`src/sv/bfha_pkg.sv`:
```
`default_nettype none
// ----------------------------------------------------------------------------
// bfha_pkg
// shared types and codes for the best-fit heap allocator
// ----------------------------------------------------------------------------
package bfha_pkg;

    localparam int unsigned FIELD_BITS = 20;

    typedef enum logic [1:0] {
        ST_ALLOCATED = 2'd0,
        ST_NO_FIT    = 2'd1,
        ST_FREED     = 2'd2,
        ST_IGNORED   = 2'd3
    } status_t;

    typedef enum logic {
        OP_ALLOC = 1'b0,
        OP_FREE  = 1'b1
    } opcode_t;

    typedef struct packed {
        opcode_t               opcode;
        logic [FIELD_BITS-1:0] request_size;
        logic [FIELD_BITS-1:0] payload_offset;
    } req_t;

    typedef struct packed {
        status_t               status;
        logic [FIELD_BITS-1:0] result_offset;
    } rsp_t;

endpackage
`default_nettype wire

```
`src/sv/best_fit_heap_allocator_top.sv`:
```
`default_nettype none
// ----------------------------------------------------------------------------
// best_fit_heap_allocator_top
// best-fit heap allocator with split and coalescing over a block table
// ----------------------------------------------------------------------------
// One request at a time. A request scans the block table through the single
// read port of the table memory, one entry at a time (read, then compare),
// then shifts entries one at a time (read, then write) on a split or merge.
// Writing heap_size re-initializes the table: only entry 0 and the count are
// set, since unused entries are never read. After reset, entry 0 is first
// cleared to a free block of zero length, and the block stalls meanwhile.
// ----------------------------------------------------------------------------
module best_fit_heap_allocator_top #(
    parameter int unsigned MAX_BLOCKS   = 64,
    parameter int unsigned HEADER_BYTES = 12,
    parameter int unsigned OFFSET_BITS  = 20
) (
    input  wire logic          clk,
    input  wire logic          rst_n,
    input  wire logic          in_valid,
    output logic               in_stall,
    input  wire bfha_pkg::req_t in_data,
    output logic               out_valid,
    input  wire logic          out_stall,
    output bfha_pkg::rsp_t     out_data,
    input  wire logic          cfg_valid,
    output logic               cfg_ready,
    input  wire logic [bfha_pkg::FIELD_BITS-1:0] cfg_data
);

    localparam int unsigned W  = bfha_pkg::FIELD_BITS;
    localparam int unsigned IB = (MAX_BLOCKS > 1) ? $clog2(MAX_BLOCKS) : 1;
    localparam int unsigned CB = $clog2(MAX_BLOCKS + 1);
    localparam int unsigned OB = OFFSET_BITS;
    localparam logic [W+1:0] HDR = (W+2)'(HEADER_BYTES);

    typedef enum logic [10:0] {
        S_IDLE  = 11'b00000000001,
        S_RD    = 11'b00000000010,
        S_CHK   = 11'b00000000100,
        S_DEC   = 11'b00000001000,
        S_MRD   = 11'b00000010000,
        S_MWR   = 11'b00000100000,
        S_NRD   = 11'b00001000000,
        S_NCHK  = 11'b00010000000,
        S_PRD   = 11'b00100000000,
        S_PCHK  = 11'b01000000000,
        S_OUT   = 11'b10000000000
    } state_t;

    // move kinds for the shift engine
    typedef enum logic [1:0] {
        MV_INS = 2'd0,
        MV_DEL = 2'd1,
        MV_END = 2'd2
    } mv_t;

    state_t state_reg, state_next;
    logic          init_reg;
    logic [CB-1:0] count_reg, count_next;
    logic [CB-1:0] idx_reg, idx_next;
    logic [IB-1:0] best_reg, best_next;
    logic          found_reg, found_next;
    logic [W-1:0]  blen_reg, blen_next;
    logic [W-1:0]  bstart_reg, bstart_next;
    logic          op_reg;
    logic [W-1:0]  size_reg, hdr_reg;
    logic          hdr_ok_reg;
    mv_t           mv_reg, mv_next;
    logic [CB-1:0] mv_lo_reg, mv_lo_next;
    // merge state for free
    logic [W-1:0]  cur_len_reg, cur_len_next;
    logic [W-1:0]  cur_start_reg, cur_start_next;
    bfha_pkg::rsp_t rsp_reg, rsp_next;

    logic          wr_en;
    logic [IB-1:0] wr_addr, rd_addr;
    logic [W-1:0]  wr_start, wr_len, rd_start, rd_len;
    logic          wr_used, rd_used;

    bfha_table #(.DEPTH(MAX_BLOCKS), .IDX_BITS(IB), .W(W)) u_table (
        .clk(clk), .wr_en(wr_en), .wr_addr(wr_addr), .wr_start(wr_start),
        .wr_len(wr_len), .wr_used(wr_used), .rd_addr(rd_addr),
        .rd_start(rd_start), .rd_len(rd_len), .rd_used(rd_used)
    );

    // init on config: entry 0 written in the same cycle
    logic          cfg_fire;
    logic [W-1:0]  init_len;
    assign cfg_ready = (state_reg == S_IDLE) && !out_valid && !init_reg;
    assign cfg_fire  = cfg_valid && cfg_ready;
    assign init_len  = (cfg_data >= W'(HEADER_BYTES)) ? cfg_data - W'(HEADER_BYTES) : '0;

    assign in_stall  = (state_reg != S_IDLE) || out_valid || cfg_valid || init_reg;
    assign out_data  = rsp_reg;

    logic [W+1:0] sum_q;
    logic         rd_free;
    assign rd_free = !rd_used && (rd_len != '0);

    always_comb
    begin
        state_next     = state_reg;
        count_next     = count_reg;
        idx_next       = idx_reg;
        best_next      = best_reg;
        found_next     = found_reg;
        blen_next      = blen_reg;
        bstart_next    = bstart_reg;
        mv_next        = mv_reg;
        mv_lo_next     = mv_lo_reg;
        cur_len_next   = cur_len_reg;
        cur_start_next = cur_start_reg;
        rsp_next       = rsp_reg;
        wr_en    = 1'b0;
        wr_addr  = idx_reg[IB-1:0];
        wr_start = '0;
        wr_len   = '0;
        wr_used  = 1'b0;
        rd_addr  = idx_reg[IB-1:0];
        sum_q    = '0;
        unique case (state_reg)
            S_IDLE:
            begin
                if (init_reg)
                begin
                    // empty heap after reset: entry 0 free with zero length
                    wr_en   = 1'b1;
                    wr_addr = '0;
                end
                else if (cfg_fire)
                begin
                    wr_en   = 1'b1;
                    wr_addr = '0;
                    wr_len  = init_len;
                    count_next = CB'(1);
                end
                else if (in_valid && !in_stall)
                begin
                    idx_next   = '0;
                    found_next = 1'b0;
                    state_next = S_RD;
                end
            end
            S_RD:
            begin
                state_next = S_CHK;
            end
            S_CHK:
            begin
                // data for entry idx is on the read port
                if (op_reg == bfha_pkg::OP_ALLOC)
                begin
                    if (rd_free && rd_len >= size_reg && (!found_reg || rd_len < blen_reg))
                    begin
                        found_next  = 1'b1;
                        best_next   = idx_reg[IB-1:0];
                        blen_next   = rd_len;
                        bstart_next = rd_start;
                    end
                    if (idx_reg + CB'(1) >= count_reg)
                        state_next = S_DEC;
                    else
                    begin
                        idx_next   = idx_reg + CB'(1);
                        state_next = S_RD;
                    end
                end
                else
                begin
                    if (hdr_ok_reg && rd_start == hdr_reg)
                    begin
                        best_next      = idx_reg[IB-1:0];
                        cur_len_next   = rd_len;
                        cur_start_next = rd_start;
                        idx_next       = idx_reg + CB'(1);
                        state_next     = S_NRD;
                    end
                    else if (!hdr_ok_reg || idx_reg + CB'(1) >= count_reg)
                    begin
                        rsp_next   = '{bfha_pkg::ST_IGNORED, '0};
                        state_next = S_OUT;
                    end
                    else
                    begin
                        idx_next   = idx_reg + CB'(1);
                        state_next = S_RD;
                    end
                end
            end
            S_DEC:
            begin
                if (!found_reg)
                begin
                    rsp_next   = '{bfha_pkg::ST_NO_FIT, '0};
                    state_next = S_OUT;
                end
                else
                begin
                    rsp_next = '{bfha_pkg::ST_ALLOCATED,
                                 W'(OB'(bstart_reg + W'(HEADER_BYTES)))};
                    sum_q = {2'b00, size_reg} + HDR;
                    if ({2'b00, blen_reg} > sum_q && count_reg < CB'(MAX_BLOCKS))
                    begin
                        // chosen block shrinks to the request size, tail goes in at best+1
                        wr_en    = 1'b1;
                        wr_addr  = best_reg;
                        wr_start = bstart_reg;
                        wr_len   = size_reg;
                        wr_used  = 1'b1;
                        mv_next    = MV_INS;
                        mv_lo_next = CB'(best_reg) + CB'(1);
                        idx_next   = count_reg;
                        state_next = S_MRD;
                    end
                    else
                    begin
                        wr_en    = 1'b1;
                        wr_addr  = best_reg;
                        wr_start = bstart_reg;
                        wr_len   = blen_reg;
                        wr_used  = 1'b1;
                        state_next = S_OUT;
                    end
                end
            end
            S_MRD:
            begin
                // shift engine: read the source entry, or finish when the move is done
                if (mv_reg == MV_INS)
                begin
                    if (idx_reg == mv_lo_reg)
                    begin
                        wr_en    = 1'b1;
                        wr_addr  = idx_reg[IB-1:0];
                        wr_start = W'(OB'(bstart_reg + W'(HEADER_BYTES) + size_reg));
                        wr_len   = blen_reg - size_reg - W'(HEADER_BYTES);
                        count_next = count_reg + CB'(1);
                        state_next = S_OUT;
                    end
                    else
                    begin
                        rd_addr    = IB'(idx_reg - CB'(1));
                        state_next = S_MWR;
                    end
                end
                else
                begin
                    if (idx_reg + CB'(1) >= count_reg)
                    begin
                        count_next = count_reg - CB'(1);
                        state_next = mv_reg == MV_END ? S_OUT : S_PRD;
                        idx_next   = CB'(best_reg);
                    end
                    else
                    begin
                        rd_addr    = IB'(idx_reg + CB'(1));
                        state_next = S_MWR;
                    end
                end
            end
            S_MWR:
            begin
                wr_en    = 1'b1;
                wr_addr  = idx_reg[IB-1:0];
                wr_start = rd_start;
                wr_len   = rd_len;
                wr_used  = rd_used;
                idx_next = (mv_reg == MV_INS) ? idx_reg - CB'(1) : idx_reg + CB'(1);
                state_next = S_MRD;
            end
            S_NRD:
            begin
                // write current as free first
                wr_en    = 1'b1;
                wr_addr  = best_reg;
                wr_start = cur_start_reg;
                wr_len   = cur_len_reg;
                if (idx_reg >= count_reg)
                begin
                    state_next = S_PRD;
                end
                else
                    state_next = S_NCHK;
            end
            S_NCHK:
            begin
                if (rd_free)
                begin
                    cur_len_next = cur_len_reg + rd_len + W'(HEADER_BYTES);
                    wr_en    = 1'b1;
                    wr_addr  = best_reg;
                    wr_start = cur_start_reg;
                    wr_len   = cur_len_reg + rd_len + W'(HEADER_BYTES);
                    mv_next    = MV_DEL;
                    state_next = S_MRD;
                end
                else
                    state_next = S_PRD;
            end
            S_PRD:
            begin
                if (best_reg == '0)
                begin
                    rsp_next   = '{bfha_pkg::ST_FREED, '0};
                    state_next = S_OUT;
                end
                else
                begin
                    rd_addr    = best_reg - IB'(1);
                    state_next = S_PCHK;
                end
            end
            S_PCHK:
            begin
                rsp_next = '{bfha_pkg::ST_FREED, '0};
                if (rd_free)
                begin
                    wr_en    = 1'b1;
                    wr_addr  = best_reg - IB'(1);
                    wr_start = rd_start;
                    wr_len   = rd_len + cur_len_reg + W'(HEADER_BYTES);
                    mv_next    = MV_END;
                    idx_next   = CB'(best_reg);
                    state_next = S_MRD;
                end
                else
                    state_next = S_OUT;
            end
            S_OUT:
            begin
                state_next = S_IDLE;
            end
            default:
            begin
                state_next = S_IDLE;
            end
        endcase
    end

    // the next-neighbor read must present entry idx during S_NRD
    logic ovalid_reg;
    assign out_valid = ovalid_reg;

    always_ff @(posedge clk or negedge rst_n)
    begin
        if (!rst_n)
        begin
            state_reg  <= S_IDLE;
            init_reg   <= 1'b1;
            count_reg  <= CB'(1);
            ovalid_reg <= 1'b0;
            idx_reg    <= '0;
            found_reg  <= 1'b0;
        end
        else
        begin
            state_reg <= state_next;
            init_reg  <= 1'b0;
            count_reg <= count_next;
            idx_reg   <= idx_next;
            found_reg <= found_next;
            if (state_reg == S_OUT)
                ovalid_reg <= 1'b1;
            else if (ovalid_reg && !out_stall)
                ovalid_reg <= 1'b0;
        end
    end

    always_ff @(posedge clk)
    begin
        best_reg      <= best_next;
        blen_reg      <= blen_next;
        bstart_reg    <= bstart_next;
        mv_reg        <= mv_next;
        mv_lo_reg     <= mv_lo_next;
        cur_len_reg   <= cur_len_next;
        cur_start_reg <= cur_start_next;
        rsp_reg       <= rsp_next;
        if (state_reg == S_IDLE && in_valid && !in_stall)
        begin
            op_reg     <= in_data.opcode;
            size_reg   <= in_data.request_size;
            hdr_ok_reg <= in_data.payload_offset >= W'(HEADER_BYTES);
            hdr_reg    <= in_data.payload_offset - W'(HEADER_BYTES);
        end
    end

endmodule
`default_nettype wire

```
`src/sv/bfha_table.sv`:
```
`default_nettype none
// ----------------------------------------------------------------------------
// bfha_table
// block table memory: start, length and in-use per entry, a write port and a read port each cycle
// ----------------------------------------------------------------------------
module bfha_table #(
    parameter int unsigned DEPTH = 64,
    parameter int unsigned IDX_BITS = 6,
    parameter int unsigned W = 20
) (
    input  wire logic                clk,
    input  wire logic                wr_en,
    input  wire logic [IDX_BITS-1:0] wr_addr,
    input  wire logic [W-1:0]        wr_start,
    input  wire logic [W-1:0]        wr_len,
    input  wire logic                wr_used,
    input  wire logic [IDX_BITS-1:0] rd_addr,
    output logic      [W-1:0]        rd_start,
    output logic      [W-1:0]        rd_len,
    output logic                     rd_used
);

    logic [2*W:0] mem [DEPTH];

    always_ff @(posedge clk)
    begin
        if (wr_en)
        begin
            mem[wr_addr] <= {wr_start, wr_len, wr_used};
        end
        {rd_start, rd_len, rd_used} <= mem[rd_addr];
    end

endmodule
`default_nettype wire
```
`config.mk`:
```
export PLATFORM = sky130hd
export DESIGN_NAME = best_fit_heap_allocator_top
export DESIGN_NICKNAME = d
export VERILOG_FILES = /design/src/sv/bfha_pkg.sv /design/src/sv/best_fit_heap_allocator_top.sv /design/src/sv/bfha_table.sv
export SDC_FILE = /design/constraint.sdc
export NUM_CORES = 2
export LEC_CHECK = 0
export CAP_MARGIN = 40
export CORE_AREA = 2 2 485 487
export CTS_CLUSTER_DIAMETER = 200
export DETAILED_ROUTE_END_ITERATION = 6
export DIE_AREA = 0 0 487 489
export DONT_BUFFER_PORTS = 1
export PLACE_DENSITY = 0.67
export RECOVER_POWER = 50
export SLEW_MARGIN = 20
export SYNTH_ARGS = -nofsm -noshare
export SYNTH_HDL_FRONTEND = slang
export SYNTH_HIERARCHICAL = 1
export SYNTH_SLANG_ARGS = --single-unit
```
`constraint.sdc`:
```
create_clock -name clk -period 7.2 [get_ports clk]
set_clock_uncertainty 0.15 [all_clocks]
set_input_delay 2.16 -clock clk [delete_from_list [all_inputs] [get_ports clk]]
set_output_delay 2.16 -clock clk [all_outputs]
set_load 0.01 [all_outputs]
```
# After elaboration in Yosys (flattened, before gate mapping)
# Memories as Yosys holds them, arrays and structs flattened. A register that Yosys moved wholly into a read port is not among the register bits.
# Cells that the tools add are included.
# classes
n_addsub	15
magnitude_cmp	8
n_eq_ne	37
muxes	100
bitwise	1
reduce_logical	48
# ops
op	count
20-bit 2-to-1 mux	16
20-bit one-hot mux with 6 select lines	2
11-bit 2-to-1 mux	14
7-bit 2-to-1 mux	18
11-bit one-hot mux with 10 select lines	1
22-bit 2-to-1 mux	4
22-bit one-hot mux with 4 select lines	1
6-bit 2-to-1 mux	12
20-bit by 4-bit subtractor with 20-bit output (second input constant)	3
7-bit one-hot mux with 6 select lines	1
20-bit adder	2
20-bit by 4-bit adder with 20-bit output (second input constant)	2
20-bit by 4-bit >= comparator with 1-bit output (second input constant)	2
20-bit one-hot mux with 2 select lines	1
2-bit != test (second input constant)	16
6-bit one-hot mux with 5 select lines	1
20-bit by 4-bit adder with 21-bit output (second input constant)	1
20-bit by 21-bit greater-than comparator with 1-bit output	1
21-bit 2-to-1 mux	1
20-bit equality test	1
20-bit >= comparator	1
20-bit < comparator	1
20-bit nonzero test	1
20-bit subtractor	1
48 further kinds	105
# word_totals
register_bits	187
mem_bits_rw	2624
wordCells	229
memories	1
# memory_table
memory	depth	width	read_ports	rd_clocked_by_memory_dff	write_ports	line	rtl
u_table.mem	64	41	1	1	1	bfha_table.sv:23	logic [2*W:0] mem [DEPTH];

# Logic depth before layout (Yosys ltp)
# depth
word_depth	10
depth_mapped	22
depth_no_buf	17

# Cells and area by module
# Netlist, hierarchy kept.
# by_module_without_submodules
module	n_inst	cells_per_inst	area_each_um2	seq_area_each_um2
bfha_table	1	4216	100405.0	79616.4
best_fit_heap_allocator_top	1	1625	15459.8	5479.0

# Worst setup path after synthesis
# No wires, ideal clock.
# synth_timing
kind	input port to flip-flop
startpoint	input cfg_valid
endpoint	register found_reg
arrival_time_ns	6.686
required_ns	6.697
path_slack_ns	0.011
stages	3
path_buffers	0
path_cell_list	nand2b_1 nor4_1 o22ai_1
# synth_between
elab_chain_len	6
word_cells_on_any_way	8
cone_classes	eq/ne (2); reduce/logical (6)
# synth_rtl
element	line	rtl
start: declaration	best_fit_heap_allocator_top.sv:26	input wire logic cfg_valid,
1-bit logical OR (2 in series)	best_fit_heap_allocator_top.sv:94	assign in_stall = (state_reg != S_IDLE) || out_valid || cfg_valid || init_reg;
1-bit zero test	best_fit_heap_allocator_top.sv:138	else if (in_valid && !in_stall)
1-bit logical AND	best_fit_heap_allocator_top.sv:138	
2-bit by 1-bit != test with 1-bit output (no line)	--	
6-bit AND reduction (no line) *	--	
end signal: assignment	best_fit_heap_allocator_top.sv:362	found_reg <= found_next;
end: declaration	best_fit_heap_allocator_top.sv:63	logic found_reg, found_next;
# Every way passes the cells marked *; elsewhere a longest branch is shown, timed or not.
# A chain may end at the register's enable or synchronous reset.

# Worst setup path in the final report
# layout_timing
startpoint	register state_reg[0]
endpoint	memory u_table/mem[28][4] (netlist bit), enable pin
# layout_between
elab_chain_len	9
word_cells_on_any_way	20
cone_classes	eq/ne (7); mux (8); reduce/logical (5)
# layout_rtl
element	line	rtl
start: declaration	best_fit_heap_allocator_top.sv:58	state_t state_reg, state_next;
start signal: assignment	best_fit_heap_allocator_top.sv:358	state_reg <= state_next;
11-bit by 1-bit equality test with 1-bit output	best_fit_heap_allocator_top.sv:90, best_fit_heap_allocator_top.sv:122	
1-bit logical AND (2 in series)	best_fit_heap_allocator_top.sv:90	assign cfg_ready = (state_reg == S_IDLE) && !out_valid && !init_reg;
1-bit logical AND	best_fit_heap_allocator_top.sv:91	assign cfg_fire = cfg_valid && cfg_ready;
1-bit 2-to-1 mux	best_fit_heap_allocator_top.sv:131	else if (cfg_fire)
1-bit 2-to-1 mux	best_fit_heap_allocator_top.sv:125	if (init_reg)
1-bit one-hot mux with 5 select lines *	best_fit_heap_allocator_top.sv:122	unique case (state_reg)
via wr_en	best_fit_heap_allocator_top.sv:76	logic wr_en;
1-bit 2-to-1 mux *	bfha_table.sv:27	if (wr_en)
1-bit 2-to-1 mux (implied by the code) *	bfha_table.sv:29	mem[wr_addr] <= {wr_start, wr_len, wr_used};
end: declaration	bfha_table.sv:23	
# The timed path passes the listed nets; every way through them passes the cells marked *.

==> qor.log <==
INFO  yosys          post_synth_instance_area=116000um^2
INFO  run_status     outcome=finished with violations
INFO  die            die_height=489um
INFO  grt            overflow=0
INFO  yosys          avgSynthCellArea=19.8um^2
INFO  placement      place_congestion=0.909
INFO  grt            grt_start_max_net_pins=78
INFO  clocking       post_cts_repair_setup_buffers=0
INFO  cells_and_area final_net_count=6414
INFO  sta            report.final.slew_viol_count=1323
INFO  yosys          postSynthNetCount=6088
INFO  yosys          synth_area_leader_cell=sky130_fd_sc_hd__edfxtp_1
INFO  grt            antenna_violations_before_repair=17
INFO  sta            max_freq=148MHz
INFO  cells_and_area layout-drive-gt1-share=24.9%
INFO  yosys          synth_enable_flop_cells=2783
INFO  power          power.ir.vdd_worst=0.308mV
INFO  clocking       cts_tree=built
INFO  yosys          async_flop_share=0.982%
INFO  die            floorplan.die_area=238000um^2
INFO  grt            gr_util_all_layers=26.9%
INFO  clocking       clk-insertion-delay-late=970ps
INFO  yosys          synth_warnings=6
INFO  power          p_leak=42.1nW
INFO  critical_path  max_fanout_on_critical_path=30
INFO  clocking       cts.path.max_buffers=4
INFO  die            placementRows=178
INFO  hold_path      min-delay-path-class=reg2reg
INFO  cells_and_area largest_register_ffs=2624
INFO  drt            total_vias_in_the_final_route=61.6k
INFO  clocking       cts_buffers=302
INFO  die            floorplan.core_area=234000um^2
INFO  critical_path  worstSetupStartpointType=flip-flop
INFO  critical_path  critical_path_class=reg2reg
INFO  sta            grt_setup_unrepaired=false
INFO  critical_path  critPathMostFrequentCell=sky130_fd_sc_hd__nand2_1
INFO  critical_path  data_arrival_at_the_endpoint_of_the_critical_path=7130ps
INFO  drt            postRouteAntennaNets=0
INFO  critical_path  r2r_cells=12
INFO  yosys          synthDominantCellAreaShare=72.1%
INFO  drt            wl=320mm
INFO  sta            timing.slew.headroom=-82.9%
INFO  yosys          synth_cell_types=82
INFO  die            initial_utilization=49.6%
INFO  sta            post_layout_minimum_cycle_time=6770ps
INFO  sta            holdWs=379ps
INFO  clocking       clk_pin_slew_worst_paths=60ps
INFO  die            die_w=487um
INFO  drt            dr.first_iter.drc_count=8696
INFO  yosys          synthesized_flop_and_latch_total=2852
INFO  sta            worst_pin_slew=2740ps
INFO  critical_path  cp.required=7560ps
INFO  clocking       cts-resized-gates=0
INFO  clocking       clockRootBuffer=sky130_fd_sc_hd__clkbuf_16
INFO  yosys          synth_ff_type=sky130_fd_sc_hd__edfxtp_1
INFO  critical_path  worstPathCellList=or4_1 -> nor3_1 -> and4b_1 -> nand2_1 -> clkbuf_1 -> o21ai_0 -> nor4_1 -> nand2_1 -> inv_1 -> or2_0 -> nor2_4 -> clkbuf_2
INFO  clocking       cts_hold_buffers=0
INFO  yosys          postSynthCellCount=5841
INFO  run_status     violations_in_the_final_reports=capacitance limit, slew limit
INFO  clocking       numClockSinks=2852
INFO  cells_and_area area_growth_from_synthesis_to_layout=13.6%
INFO  cells_and_area top_register=u_table/mem
INFO  drt            routedWlPerCell=33.9um
INFO  clocking       htree_levels=5
INFO  die            io-pin-count=91
INFO  drt            drc_errors=0
INFO  placement      dp_hpwl=196mm
INFO  sta            final.setup.tns=0ps
INFO  drt            route.detailed.vias_per_inst=6.51
INFO  critical_path  slowest_delay=1860ps
INFO  drt            drt_pass1_iterations=6
INFO  sta            setup_viol_count_final=0
INFO  yosys          proportion_of_synthesized_chip_area_in_sequential_cells=73.4%
INFO  placement      placement.io_buffers=0
INFO  critical_path  cpMaxStageDelayCell=sky130_fd_sc_hd__clkbuf_1
INFO  sta            timing.final.hold_violations=0
INFO  yosys          synth_top_cells_by_area=sky130_fd_sc_hd__edfxtp_1 72%, sky130_fd_sc_hd__mux4_2 14%, sky130_fd_sc_hd__ha_1 1.9%
INFO  grt            via_count_of_the_first_global_routing_pass=60.5k
INFO  critical_path  timing.critical_path.to_type=flip-flop
INFO  grt            grt_pass1_wl=452mm
INFO  hold_path      whs_path_depth=2
INFO  power          pwr_density_cell=280nW/um^2
INFO  flow_run       cap_violations=29
INFO  sta            finalCritPeriodShare=94.1%
INFO  cells_and_area final.fill_count=17.0k
[logic make-up after synthesis]
kind of cell / synth area share [%]
flops: 73.4
mux: 14.9
other cells: 0.00324
simple gates: 2.97
xor+xnor: 1.14
compound gates: 3.98
fa+ha+maj: 1.99
buf+inv: 1.58
[critical path, delay by kind of cell, from the launching register on]
family / cells / cell delay (ps)
AO/OA/AOI/OAI: 1 / 320
buffers and inverters: 3 / 2580
flip-flops: 1 / 630
AND/OR/NAND/NOR: 8 / 2620
[where the power goes]
| part | internal [mW] | leakage [nW] | total, mW | switching, mW |
|---|---|---|---|---|
| clock | 8.51 | 4.52 | 14.8 | 6.25 |
| combinational | 1.21 | 11.0 | 3.07 | 1.86 |
| sequential | 18.5 | 26.6 | 19.0 | 0.469 |
[path summary, 6_finish.rpt]
check                              from                 end  slack, ps
min in group asynchronous         rst_n          idx_reg[0]        750
min                           mv_reg[0]        state_reg[8]        380
max in group asynchronous         rst_n            init_reg       5960
max reg2reg                state_reg[0]  u_table/mem[28][4]        430
max                        state_reg[0]  u_table/mem[28][4]        430
min reg2reg                   mv_reg[0]        state_reg[8]        380
[layer usage]
| metal | GRT usage (%) | part of all wire (%) | up-vias |
|---|---|---|---|
| li1 | - | - | 24900 |
| met1 | 38.7 | 39 | 32500 |
| met2 | 42.0 | 47 | 3602 |
| met3 | 5.04 | 11 | 530 |
| met4 | 8.38 | 3.4 | 6 |
| met5 | 0 | 0.012 | - |
[cells in the mapped netlist (13+ instances only)]
| cell type | n |
|---|---|
| sky130_fd_sc_hd__mux2i_1 | 57 |
| sky130_fd_sc_hd__o21a_1 | 15 |
| sky130_fd_sc_hd__a222oi_1 | 36 |
| sky130_fd_sc_hd__o31ai_1 | 14 |
| sky130_fd_sc_hd__nand2b_1 | 29 |
| sky130_fd_sc_hd__nand4_1 | 24 |
| sky130_fd_sc_hd__a21o_1 | 46 |
| sky130_fd_sc_hd__mux2_2 | 66 |
| sky130_fd_sc_hd__nor3_1 | 56 |
| sky130_fd_sc_hd__inv_1 | 133 |
| sky130_fd_sc_hd__buf_2 | 71 |
| sky130_fd_sc_hd__or3_1 | 20 |
| sky130_fd_sc_hd__ha_1 | 176 |
| sky130_fd_sc_hd__nand2_1 | 171 |
| sky130_fd_sc_hd__nor4_1 | 19 |
| sky130_fd_sc_hd__clkbuf_1 | 145 |
| sky130_fd_sc_hd__o21ai_0 | 127 |
| sky130_fd_sc_hd__nor2b_1 | 19 |
| sky130_fd_sc_hd__dfrtp_1 | 25 |
| sky130_fd_sc_hd__buf_4 | 33 |
| sky130_fd_sc_hd__a21oi_1 | 123 |
| sky130_fd_sc_hd__buf_1 | 33 |
| sky130_fd_sc_hd__nand3_1 | 44 |
| sky130_fd_sc_hd__o221ai_1 | 49 |
| sky130_fd_sc_hd__nor2_1 | 234 |
| sky130_fd_sc_hd__o22ai_1 | 134 |
| sky130_fd_sc_hd__a22oi_1 | 13 |
| sky130_fd_sc_hd__mux4_2 | 708 |
| sky130_fd_sc_hd__dfxtp_1 | 41 |
| sky130_fd_sc_hd__xnor2_1 | 96 |
| sky130_fd_sc_hd__xor2_1 | 55 |
| sky130_fd_sc_hd__and3_1 | 23 |
| sky130_fd_sc_hd__or2_2 | 15 |
| sky130_fd_sc_hd__a31oi_1 | 28 |
| sky130_fd_sc_hd__edfxtp_1 | 2783 |
[cell type report]
class | count | area (um^2) | share of cell area (%)
tap | 3060 | 3830 | 2.91
sequential | 2852 | 85100 | 64.6
clock inverter | 149 | 1190 | 0.903
inverter | 133 | 505 | 0.384
clock buffer | 374 | 8070 | 6.13
timing repair buffer | 309 | 3180 | 2.42
multi-input combinational | 2569 | 29800 | 22.6
antenna | 7 | 17.5 | 0.0133
[placed cells by master (no fill, tap or decap), drive strengths merged, types with 15 or more instances in the layout]
cell type	n
nand2	171
mux4	708
nand4	24
xor2	55
xnor2	96
o221ai	49
or3	21
nand2b	29
dfxtp	41
nor3	57
dfrtp	25
edfxtp	2783
nor2	235
buf	235
nor4	19
a21oi	123
clkinv	110
inv	142
o21a	15
a31oi	28
ha	176
o22ai	134
and3	23
o21ai	134
nand3	44
a21o	46
bufinv	16
or2	17
nor2b	19
mux2	66
clkbuf	448
a222oi	36
mux2i	57
[through the flow]
| step | cell area [um^2] | setup WS, ps | total power [mW] | utilization (%) | cells |
|---|---|---|---|---|---|
| detailed placement | 122000 | 989 | 22.4 | 52.4 | 8902 |
| floorplan | 116000 | 11.4 | 21.0 | - | 5841 |
| global placement | 122000 | 543 | 22.3 | 52.0 | 8862 |
| CTS | 132000 | 915 | 37.0 | 56.4 | 9425 |
| finish | 132000 | 425 | 36.8 | 56.3 | 9453 |
| global route | 132000 | 274 | 37.9 | 56.3 | 9450 |
No activity file was read; power rests on OpenSTA's default activity.
